### src/hw/rtl/breakpoint_match_unit_top_defines.svh
// assertion macros for the breakpoint match unit
// expects clk and arst_n in the scope of every use
`ifndef BREAKPOINT_MATCH_UNIT_TOP_DEFINES_SVH
`define BREAKPOINT_MATCH_UNIT_TOP_DEFINES_SVH

// same-cycle implication
`define BMU_ASSERT_IMPL(lbl, ante, cons) \
	lbl: assert property (@(posedge clk) disable iff (!arst_n) (ante) |-> (cons)) \
		else $error("bmu assertion failed");

// next-cycle implication
`define BMU_ASSERT_NEXT(lbl, ante, cons) \
	lbl: assert property (@(posedge clk) disable iff (!arst_n) (ante) |=> (cons)) \
		else $error("bmu assertion failed");

`endif

### src/hw/rtl/bmu_pkg.sv
// shared types and constants of the breakpoint match unit
// no dependencies
`timescale 1ns / 1ps

package bmu_pkg;

	localparam int BREAKPOINTS_DEF = 16;
	localparam int ADDR_W          = 16;
	localparam int SKIP_W          = 16;
	localparam int CMD_W           = 2;
	localparam int STATUS_W        = 2;
	localparam int ECNT_W          = 5;

	typedef enum logic [CMD_W-1:0] {
		CMD_FETCH  = 2'd0,
		CMD_SET    = 2'd1,
		CMD_UNSET  = 2'd2,
		CMD_RESUME = 2'd3
	} cmd_t;

	typedef enum logic [STATUS_W-1:0] {
		ST_OK        = 2'd0,
		ST_FULL      = 2'd1,
		ST_DUP       = 2'd2,
		ST_NOT_FOUND = 2'd3
	} status_t;

	// request token walking down the cell chain
	typedef struct packed {
		logic              vld;
		cmd_t              cmd;
		logic [ADDR_W-1:0] addr;
		logic              found;
	} tok_t;

	// control from the commit logic to every cell
	typedef struct packed {
		logic              adv;
		logic              wr_en;
		logic [ADDR_W-1:0] wr_addr;
	} ctl_t;

endpackage

### src/hw/rtl/bmu_cell.sv
// one table cell: holds one breakpoint, compares the passing token
// depends on bmu_pkg
`timescale 1ns / 1ps

module bmu_cell #(
	parameter int BREAKPOINTS = bmu_pkg::BREAKPOINTS_DEF,
	parameter int INDEX       = 0,
	localparam int CW         = $clog2(BREAKPOINTS + 1)
) (
	input  logic                      clk,
	input  logic                      arst_n,
	input  bmu_pkg::ctl_t             ctl,
	input  logic [CW-1:0]             count,
	input  bmu_pkg::tok_t             tok_in,
	output bmu_pkg::tok_t             tok_out,
	input  logic [bmu_pkg::ADDR_W-1:0] next_entry,
	output logic [bmu_pkg::ADDR_W-1:0] entry
);

	bmu_pkg::tok_t              tok_q;
	bmu_pkg::tok_t              tok_d;
	logic [bmu_pkg::ADDR_W-1:0] entry_q;
	logic                       in_use;
	logic                       match;
	logic                       shift;

	always_comb begin
		in_use      = CW'(INDEX) < count;
		match       = tok_in.vld && in_use && (entry_q == tok_in.addr);
		tok_d       = tok_in;
		tok_d.found = tok_in.found | match;
		// token sits at the next cell with a match at or before this one
		shift       = ctl.adv && tok_q.vld && tok_q.found &&
		              (tok_q.cmd == bmu_pkg::CMD_UNSET);
	end

	always_ff @(posedge clk or negedge arst_n) begin
		if (!arst_n) begin
			tok_q <= '0;
		end else if (ctl.adv) begin
			tok_q <= tok_d;
		end
	end

	always_ff @(posedge clk) begin
		if (ctl.wr_en && (count == CW'(INDEX))) begin
			entry_q <= ctl.wr_addr;
		end else if (shift) begin
			entry_q <= next_entry;
		end
	end

	assign tok_out = tok_q;
	assign entry   = entry_q;

endmodule

### src/hw/rtl/bmu_ctrl.sv
// request intake, commit of state updates and response register
// depends on bmu_pkg and breakpoint_match_unit_top_defines.svh
`timescale 1ns / 1ps
`include "breakpoint_match_unit_top_defines.svh"

module bmu_ctrl #(
	parameter int BREAKPOINTS = bmu_pkg::BREAKPOINTS_DEF,
	localparam int CW         = $clog2(BREAKPOINTS + 1)
) (
	input  logic                          clk,
	input  logic                          arst_n,
	input  logic                          req_valid,
	output logic                          req_stall,
	input  logic [bmu_pkg::CMD_W-1:0]     cmd,
	input  logic [bmu_pkg::ADDR_W-1:0]    address,
	input  logic [bmu_pkg::SKIP_W-1:0]    skip_count,
	output bmu_pkg::tok_t                 tok_first,
	input  bmu_pkg::tok_t                 tok_end,
	output bmu_pkg::ctl_t                 ctl,
	output logic [CW-1:0]                 count,
	output logic                          rsp_valid,
	input  logic                          rsp_stall,
	output logic                          halted,
	output logic                          hit,
	output logic [bmu_pkg::STATUS_W-1:0]  status,
	output logic [bmu_pkg::ECNT_W-1:0]    entry_count
);

	logic                          busy_q;
	logic [CW-1:0]                 cnt_q;
	logic [bmu_pkg::SKIP_W-1:0]    skip_q;
	logic                          halt_q;
	logic [bmu_pkg::SKIP_W-1:0]    skip_in_q;
	logic                          rsp_vld_q;
	logic                          halt_rsp_q;
	logic                          hit_q;
	bmu_pkg::status_t              status_q;
	logic [bmu_pkg::ECNT_W-1:0]    ecnt_q;

	logic                          commit;
	logic                          accept;
	logic                          hit_d;
	bmu_pkg::status_t              status_d;
	logic [CW-1:0]                 cnt_d;
	logic                          halt_d;
	logic [bmu_pkg::SKIP_W-1:0]    skip_d;
	logic                          wr_ok;
	logic [CW+bmu_pkg::ECNT_W-1:0] ecnt_ext;

	always_comb begin
		commit    = tok_end.vld && (!rsp_vld_q || !rsp_stall);
		// first cell must compare against the committed table
		req_stall = busy_q;
		accept    = req_valid && !req_stall;

		tok_first.vld   = accept;
		tok_first.cmd   = bmu_pkg::cmd_t'(cmd);
		tok_first.addr  = address;
		tok_first.found = 1'b0;
	end

	always_comb begin
		hit_d    = 1'b0;
		status_d = bmu_pkg::ST_OK;
		cnt_d    = cnt_q;
		halt_d   = halt_q;
		skip_d   = skip_q;
		wr_ok    = 1'b0;
		unique case (tok_end.cmd)
			bmu_pkg::CMD_FETCH: begin
				if (tok_end.found) begin
					hit_d = 1'b1;
					if (!halt_q) begin
						if (skip_q == '0) begin
							halt_d = 1'b1;
						end else begin
							skip_d = skip_q - bmu_pkg::SKIP_W'(1);
						end
					end
				end
			end
			bmu_pkg::CMD_SET: begin
				if (cnt_q >= CW'(BREAKPOINTS)) begin
					status_d = bmu_pkg::ST_FULL;
				end else if (tok_end.found) begin
					status_d = bmu_pkg::ST_DUP;
				end else begin
					wr_ok = 1'b1;
					cnt_d = cnt_q + CW'(1);
				end
			end
			bmu_pkg::CMD_UNSET: begin
				if (!tok_end.found) begin
					status_d = bmu_pkg::ST_NOT_FOUND;
				end else begin
					cnt_d = cnt_q - CW'(1);
				end
			end
			bmu_pkg::CMD_RESUME: begin
				halt_d = 1'b0;
				skip_d = skip_in_q;
			end
		endcase
		ecnt_ext = {{bmu_pkg::ECNT_W{1'b0}}, cnt_d};

		ctl.adv     = !tok_end.vld || commit;
		ctl.wr_en   = commit && wr_ok;
		ctl.wr_addr = tok_end.addr;
	end

	always_ff @(posedge clk or negedge arst_n) begin
		if (!arst_n) begin
			busy_q    <= 1'b0;
			cnt_q     <= '0;
			skip_q    <= '0;
			halt_q    <= 1'b0;
			rsp_vld_q <= 1'b0;
		end else begin
			if (accept) begin
				busy_q <= 1'b1;
			end else if (commit) begin
				busy_q <= 1'b0;
			end
			if (commit) begin
				cnt_q     <= cnt_d;
				skip_q    <= skip_d;
				halt_q    <= halt_d;
				rsp_vld_q <= 1'b1;
			end else if (rsp_vld_q && !rsp_stall) begin
				rsp_vld_q <= 1'b0;
			end
		end
	end

	always_ff @(posedge clk) begin
		if (accept) begin
			skip_in_q <= skip_count;
		end
		if (commit) begin
			halt_rsp_q <= halt_d;
			hit_q      <= hit_d;
			status_q   <= status_d;
			ecnt_q     <= ecnt_ext[bmu_pkg::ECNT_W-1:0];
		end
	end

	assign count       = cnt_q;
	assign rsp_valid   = rsp_vld_q;
	assign halted      = halt_rsp_q;
	assign hit         = hit_q;
	assign status      = status_q;
	assign entry_count = ecnt_q;

	`BMU_ASSERT_IMPL(a_cnt_range, 1'b1, cnt_q <= CW'(BREAKPOINTS))
	`BMU_ASSERT_IMPL(a_tok_busy, tok_end.vld, busy_q)
	`BMU_ASSERT_NEXT(a_unset_dec, commit && tok_end.cmd == bmu_pkg::CMD_UNSET && tok_end.found, cnt_q == $past(cnt_q) - CW'(1))
	`BMU_ASSERT_NEXT(a_halt_cause, !halt_q && !(commit && tok_end.cmd == bmu_pkg::CMD_FETCH && tok_end.found && skip_q == '0), !halt_q)
	`BMU_ASSERT_NEXT(a_commit_rsp, commit, rsp_vld_q)

endmodule

### src/hw/rtl/breakpoint_match_unit_top.sv
// top level of the breakpoint match unit: cell chain plus commit control
// depends on bmu_pkg, bmu_cell, bmu_ctrl
//
// channel  | handshake            | fields
// request  | req_valid/req_stall  | cmd, address, skip_count
// response | rsp_valid/rsp_stall  | halted, hit, status, entry_count
//
// a request's token walks the chain one cell per cycle unless rsp_stall holds the chain, then commits
// the response is registered when the token commits at the chain end
// the next request is taken the cycle after the last one commits
// unset closes the gap by shifting later entries down as the token passes
// reset clears count, skip counter, internal halt flag and all control; table entries and response fields are not reset
// rsp_stall holds the token at the chain end until the response register frees up
`timescale 1ns / 1ps

module breakpoint_match_unit_top #(
	parameter int BREAKPOINTS = bmu_pkg::BREAKPOINTS_DEF,
	localparam int CW         = $clog2(BREAKPOINTS + 1)
) (
	input  logic                         clk,
	input  logic                         arst_n,
	input  logic                         req_valid,
	output logic                         req_stall,
	input  logic [bmu_pkg::CMD_W-1:0]    cmd,
	input  logic [bmu_pkg::ADDR_W-1:0]   address,
	input  logic [bmu_pkg::SKIP_W-1:0]   skip_count,
	output logic                         rsp_valid,
	input  logic                         rsp_stall,
	output logic                         halted,
	output logic                         hit,
	output logic [bmu_pkg::STATUS_W-1:0] status,
	output logic [bmu_pkg::ECNT_W-1:0]   entry_count
);

	bmu_pkg::tok_t              tok_c [0:BREAKPOINTS];
	logic [bmu_pkg::ADDR_W-1:0] ent   [0:BREAKPOINTS-1];
	bmu_pkg::ctl_t              ctl;
	logic [CW-1:0]              count;

	bmu_ctrl #(
		.BREAKPOINTS(BREAKPOINTS)
	) u_ctrl (
		.clk         (clk),
		.arst_n      (arst_n),
		.req_valid   (req_valid),
		.req_stall   (req_stall),
		.cmd         (cmd),
		.address     (address),
		.skip_count  (skip_count),
		.tok_first   (tok_c[0]),
		.tok_end     (tok_c[BREAKPOINTS]),
		.ctl         (ctl),
		.count       (count),
		.rsp_valid   (rsp_valid),
		.rsp_stall   (rsp_stall),
		.halted      (halted),
		.hit         (hit),
		.status      (status),
		.entry_count (entry_count)
	);

	for (genvar i = 0; i < BREAKPOINTS; i++) begin : g_cell
		logic [bmu_pkg::ADDR_W-1:0] nxt;
		if (i == BREAKPOINTS - 1) begin : g_last
			assign nxt = ent[i];
		end else begin : g_mid
			assign nxt = ent[i+1];
		end

		bmu_cell #(
			.BREAKPOINTS(BREAKPOINTS),
			.INDEX      (i)
		) u_cell (
			.clk        (clk),
			.arst_n     (arst_n),
			.ctl        (ctl),
			.count      (count),
			.tok_in     (tok_c[i]),
			.tok_out    (tok_c[i+1]),
			.next_entry (nxt),
			.entry      (ent[i])
		);
	end

endmodule
### config.mk
export PLATFORM = sky130hd
export DESIGN_NAME = breakpoint_match_unit_top
export DESIGN_NICKNAME = d
export VERILOG_FILES = /design/src/hw/rtl/bmu_pkg.sv /design/src/hw/rtl/bmu_cell.sv /design/src/hw/rtl/bmu_ctrl.sv /design/src/hw/rtl/breakpoint_match_unit_top.sv
export VERILOG_INCLUDE_DIRS = /design/src /design/src/hw/rtl
export SDC_FILE = /design/constraint.sdc
export NUM_CORES = 1
export LEC_CHECK = 0
export BUFFER_PORTS_ARGS = -buffer_cell sky130_fd_sc_hd__buf_2
export CORE_MARGIN = 2
export CORE_UTILIZATION = 55
export CTS_CLUSTER_SIZE = 30
export DETAILED_ROUTE_END_ITERATION = 7
export PLACE_DENSITY = 0.67
export SLEW_MARGIN = 0
export SYNTH_ARGS = -nofsm -noshare
export SYNTH_HDL_FRONTEND = slang
export SYNTH_SLANG_ARGS = --single-unit
### constraint.sdc
create_clock -name clk -period 3.2 [get_ports clk]
set_input_delay 0.16 -clock clk [delete_from_list [all_inputs] [get_ports clk]]
set_output_delay 0.16 -clock clk [all_outputs]
set_load 0.02 [all_outputs]
==> impl_metrics.json <==
{
  "cts_buffers": 67,
  "worstMarginPinSlew_ns": 1.246,
  "syn-num-nets": 2594,
  "fillers": 4019,
  "synth.distinct_cells": 64,
  "row_count": 83,
  "synth-seq-cells": 625,
  "end_kind": "flop",
  "wl_mm": 74.62,
  "numPortBuffers": 48,
  "cpLargestDelayFamily": "simple AND/OR/NAND/NOR gates",
  "start_util": 0.5544,
  "syn_to_final_growth_pct": 13.03,
  "dp_hpwl_mm": 50.31,
  "drive_gt1_frac": 0.1739,
  "cts_tree": "built",
  "fin_setup_tns_ns": 0,
  "dieHeight_um": 231.2,
  "vias": 19240,
  "finalHoldViolCount": 0,
  "grt_setup_unrepaired": "no",
  "synthAdderAreaFrac": 0.004408,
  "netlist_area_um2": 28380,
  "synthMuxAreaShare": 0.09985,
  "insertion_delay_ns": 0.60,
  "path_clk_slew_ns": 0.06,
  "critPathKind": "flop to flop",
  "synth_cells": 2546,
  "grt_use_total": 0.2852,
  "synth_top_family_by_area": "simple AND/OR/NAND/NOR gates",
  "grt_overflow": 0,
  "path_max_fanout": 17,
  "clock_sinks": 625,
  "cts-root-buf": "clkbuf_16",
  "nNetsFinal": 2676,
  "ios": 49,
  "crit_path_max_incr_delay_ns": 0.77,
  "min_path_type": "input pin to asynchronous set/reset pin",
  "ant_nets": 0,
  "crit_buf_inv": 2,
  "synth-async-reset-ratio": 0.5504,
  "fin_cells": 3361,
  "cts_resized": 0,
  "post-place-cells": 3201,
  "synth_compound_area_frac": 0.02416,
  "final-setup-viol-count": 0,
  "yosysSeqAreaShare": 0.6006,
  "irDropWorstVdd_uv": 445.8,
  "fmax_mhz": 338.8,
  "yosysWarningCount": 0,
  "dieArea_um2": 53440,
  "crit_chain": "inv_1 -> ha_1 -> nor3b_4 -> nand3_4 -> or3b_1 -> o21ai_1 -> buf_4",
  "coreArea_um2": 51200,
  "cpMaxStageDelayCell": "or3b_1",
  "syn_area_per_cell_um2": 11.15,
  "outcome": "finished clean",
  "drt_iter0_markers": 1655,
  "clockBufferDepth": 3,
  "finalCritPeriodShare": 0.9223,
  "relSlewSlack": 0.1691,
  "wl_per_cell_um": 22.20,
  "slew_viol_final": 0,
  "arrival_ns": 3.24,
  "drv_cap": 0,
  "grt_pass1_wl_mm": 115.5,
  "vias_per_cell": 5.723,
  "drc": 0,
  "antenna_found_initial": 1,
  "die_w_um": 231.2,
  "synth_top_flop_cell": "dfrtp_1",
  "synth_xor_area_frac": 0.07899,
  "grt_pass1_vias": 19400,
  "gp_congestion": 0.8810,
  "htree_levels": 3,
  "cp.required_ns": 3.48,
  "yosys.area_share.simple": 0.1723,
  "grt_start_max_net_pins": 98,
  "firstDrtPassIters": 5,
  "synth-edff-count": 281,
  "startpoint_type": "flop",
  "leakage_nw": 13.70,
  "fin_crit_ns": 2.951,
  "skew_ns": 0.01543,
  "powerDensity_nw_per_um2": 815.2
}
==> worst reg2reg max path, cell delays in order (launching register included) <==
cell and delay [ns]:
dfrtp_1 0.41, inv_1 0.11, ha_1 0.30, nor3b_4 0.40, nand3_4 0.15, or3b_1 0.77
o21ai_1 0.24, buf_4 0.26
==> cell type report <==
class / count / area [um^2] / share of cell area
Sequential cell: 625 / 17050 / 0.5314
Multi-Input combinational cell: 1790 / 10870 / 0.3389
Inverter: 10 / 37.54 / 0.001170
Timing Repair Buffer: 134 / 1089 / 0.03393
Clock buffer: 104 / 2023 / 0.06307
Tap cell: 680 / 850.8 / 0.02652
Antenna cell: 1 / 2.502 / 0.00007800
Clock inverter: 17 / 160.2 / 0.004992
==> cell usage after synthesis, drive strengths merged, types with 5 or more instances <==
library cell,count,share of area
nand2,970,0.13
dfrtp,344,0.30
edfxtp,281,0.30
mux2,243,0.099
xor2,186,0.057
clkbuf,86,0.011
xnor2,70,0.022
nor4,49,0.011
o21ai,39,0.0069
buf,35,0.0070
nand4,34,0.0075
nor2,34,0.0048
nand3,24,0.0056
nor3,23,0.0044
a21oi,19,0.0034
o31ai,11,0.0029
ha,10,0.0044
inv,10,0.0013
nand2b,6,0.0013
a22o,5,0.0015
or2,5,0.0011
==> sequential cells by signal, indices dropped and copies added, names as in the netlist <==
signal,count
u_ctrl.halted,1
u_ctrl.rsp_valid,1
u_ctrl.status,2
u_ctrl.entry_count,5
g_cell.u_cell.tok_out,320
u_ctrl.count,5
u_ctrl.skip_in_q,16
u_ctrl.req_stall,1
u_ctrl.halt_q,1
u_ctrl.hit,1
u_ctrl.skip_q,16
g_cell.u_cell.entry,256
==> final timing paths <==
check	from	to	slack, ns	cells after the start
max in group asynchronous	arst_n	g_cell[9].u_cell.tok_out[3]	2.15	3
min reg2reg	g_cell[10].u_cell.tok_out[19]	g_cell[10].u_cell.tok_out[19]	0.48	2
max reg2reg	g_cell[15].u_cell.tok_out[18]	g_cell[7].u_cell.entry[2]	0.25	7
min	arst_n	g_cell[0].u_cell.tok_out[13]	0.19	2
max	g_cell[15].u_cell.tok_out[18]	g_cell[7].u_cell.entry[2]	0.25	7
min in group clk	skip_count[2]	u_ctrl.skip_in_q[2]	0.27	2
==> cell usage in the layout, fill, tap and decap left out, types with 37 or more instances in the layout <==
cell type        n
nor4_1          48
edfxtp_1       281
dfrtp_1        344
dlygate4sd3_1   37
mux2_2         224
clkbuf_16       73
nand2_1        962
buf_2           47
buf_4           41
xnor2_1         70
xor2_1         186
==> per-layer routing <==
layer | vias up | part of all wire | global-route usage
met5 | - | 0 | 0
met4 | 0 | 0.028 | 0.09536
met3 | 138 | 0.060 | 0.04245
met2 | 637 | 0.48 | 0.4682
met1 | 9713 | 0.43 | 0.3918
li1 | 8747 | - | -
==> power by group <==
group,total [mW],switching [mW],internal (mW)
clock,7.73,3.14,4.59
combinational,5.09,3.10,1.99
sequential,13.3,3.06,10.3
==> kinds of logic after synthesis <==
kind of cell / Yosys count
adder cells (fa/ha/maj): 10
flip-flops: 625
AND/OR/NAND/NOR: 1170
AO/OA/AOI/OAI: 108
buffers and inverters: 131
multiplexers: 246
XOR/XNOR: 256
==> metrics by stage <==
step	hold slack, ns	power [mW]	instance area, um^2	setup slack, ns	utilization
detailed placement	0.2375	18.43	29490	0.3014	0.5760
global placement	0.2323	18.21	29490	0.3876	0.5760
floorplan	-0.1356	15.56	28380	0.1272	-
global route	0.2427	27.42	32080	0.1007	0.6266
CTS	0.1978	26.22	32040	0.2699	0.6259
finish	0.1850	26.15	32080	0.2486	0.6266
==> repair_timing <==
item,4_1_cts,5_1_grt
setup buffers,0,0
setup endpoints to repair,0,0
hold buffers,37,0
endpoints found under the hold margin,120,0
(Power assumes the default switching activity.)
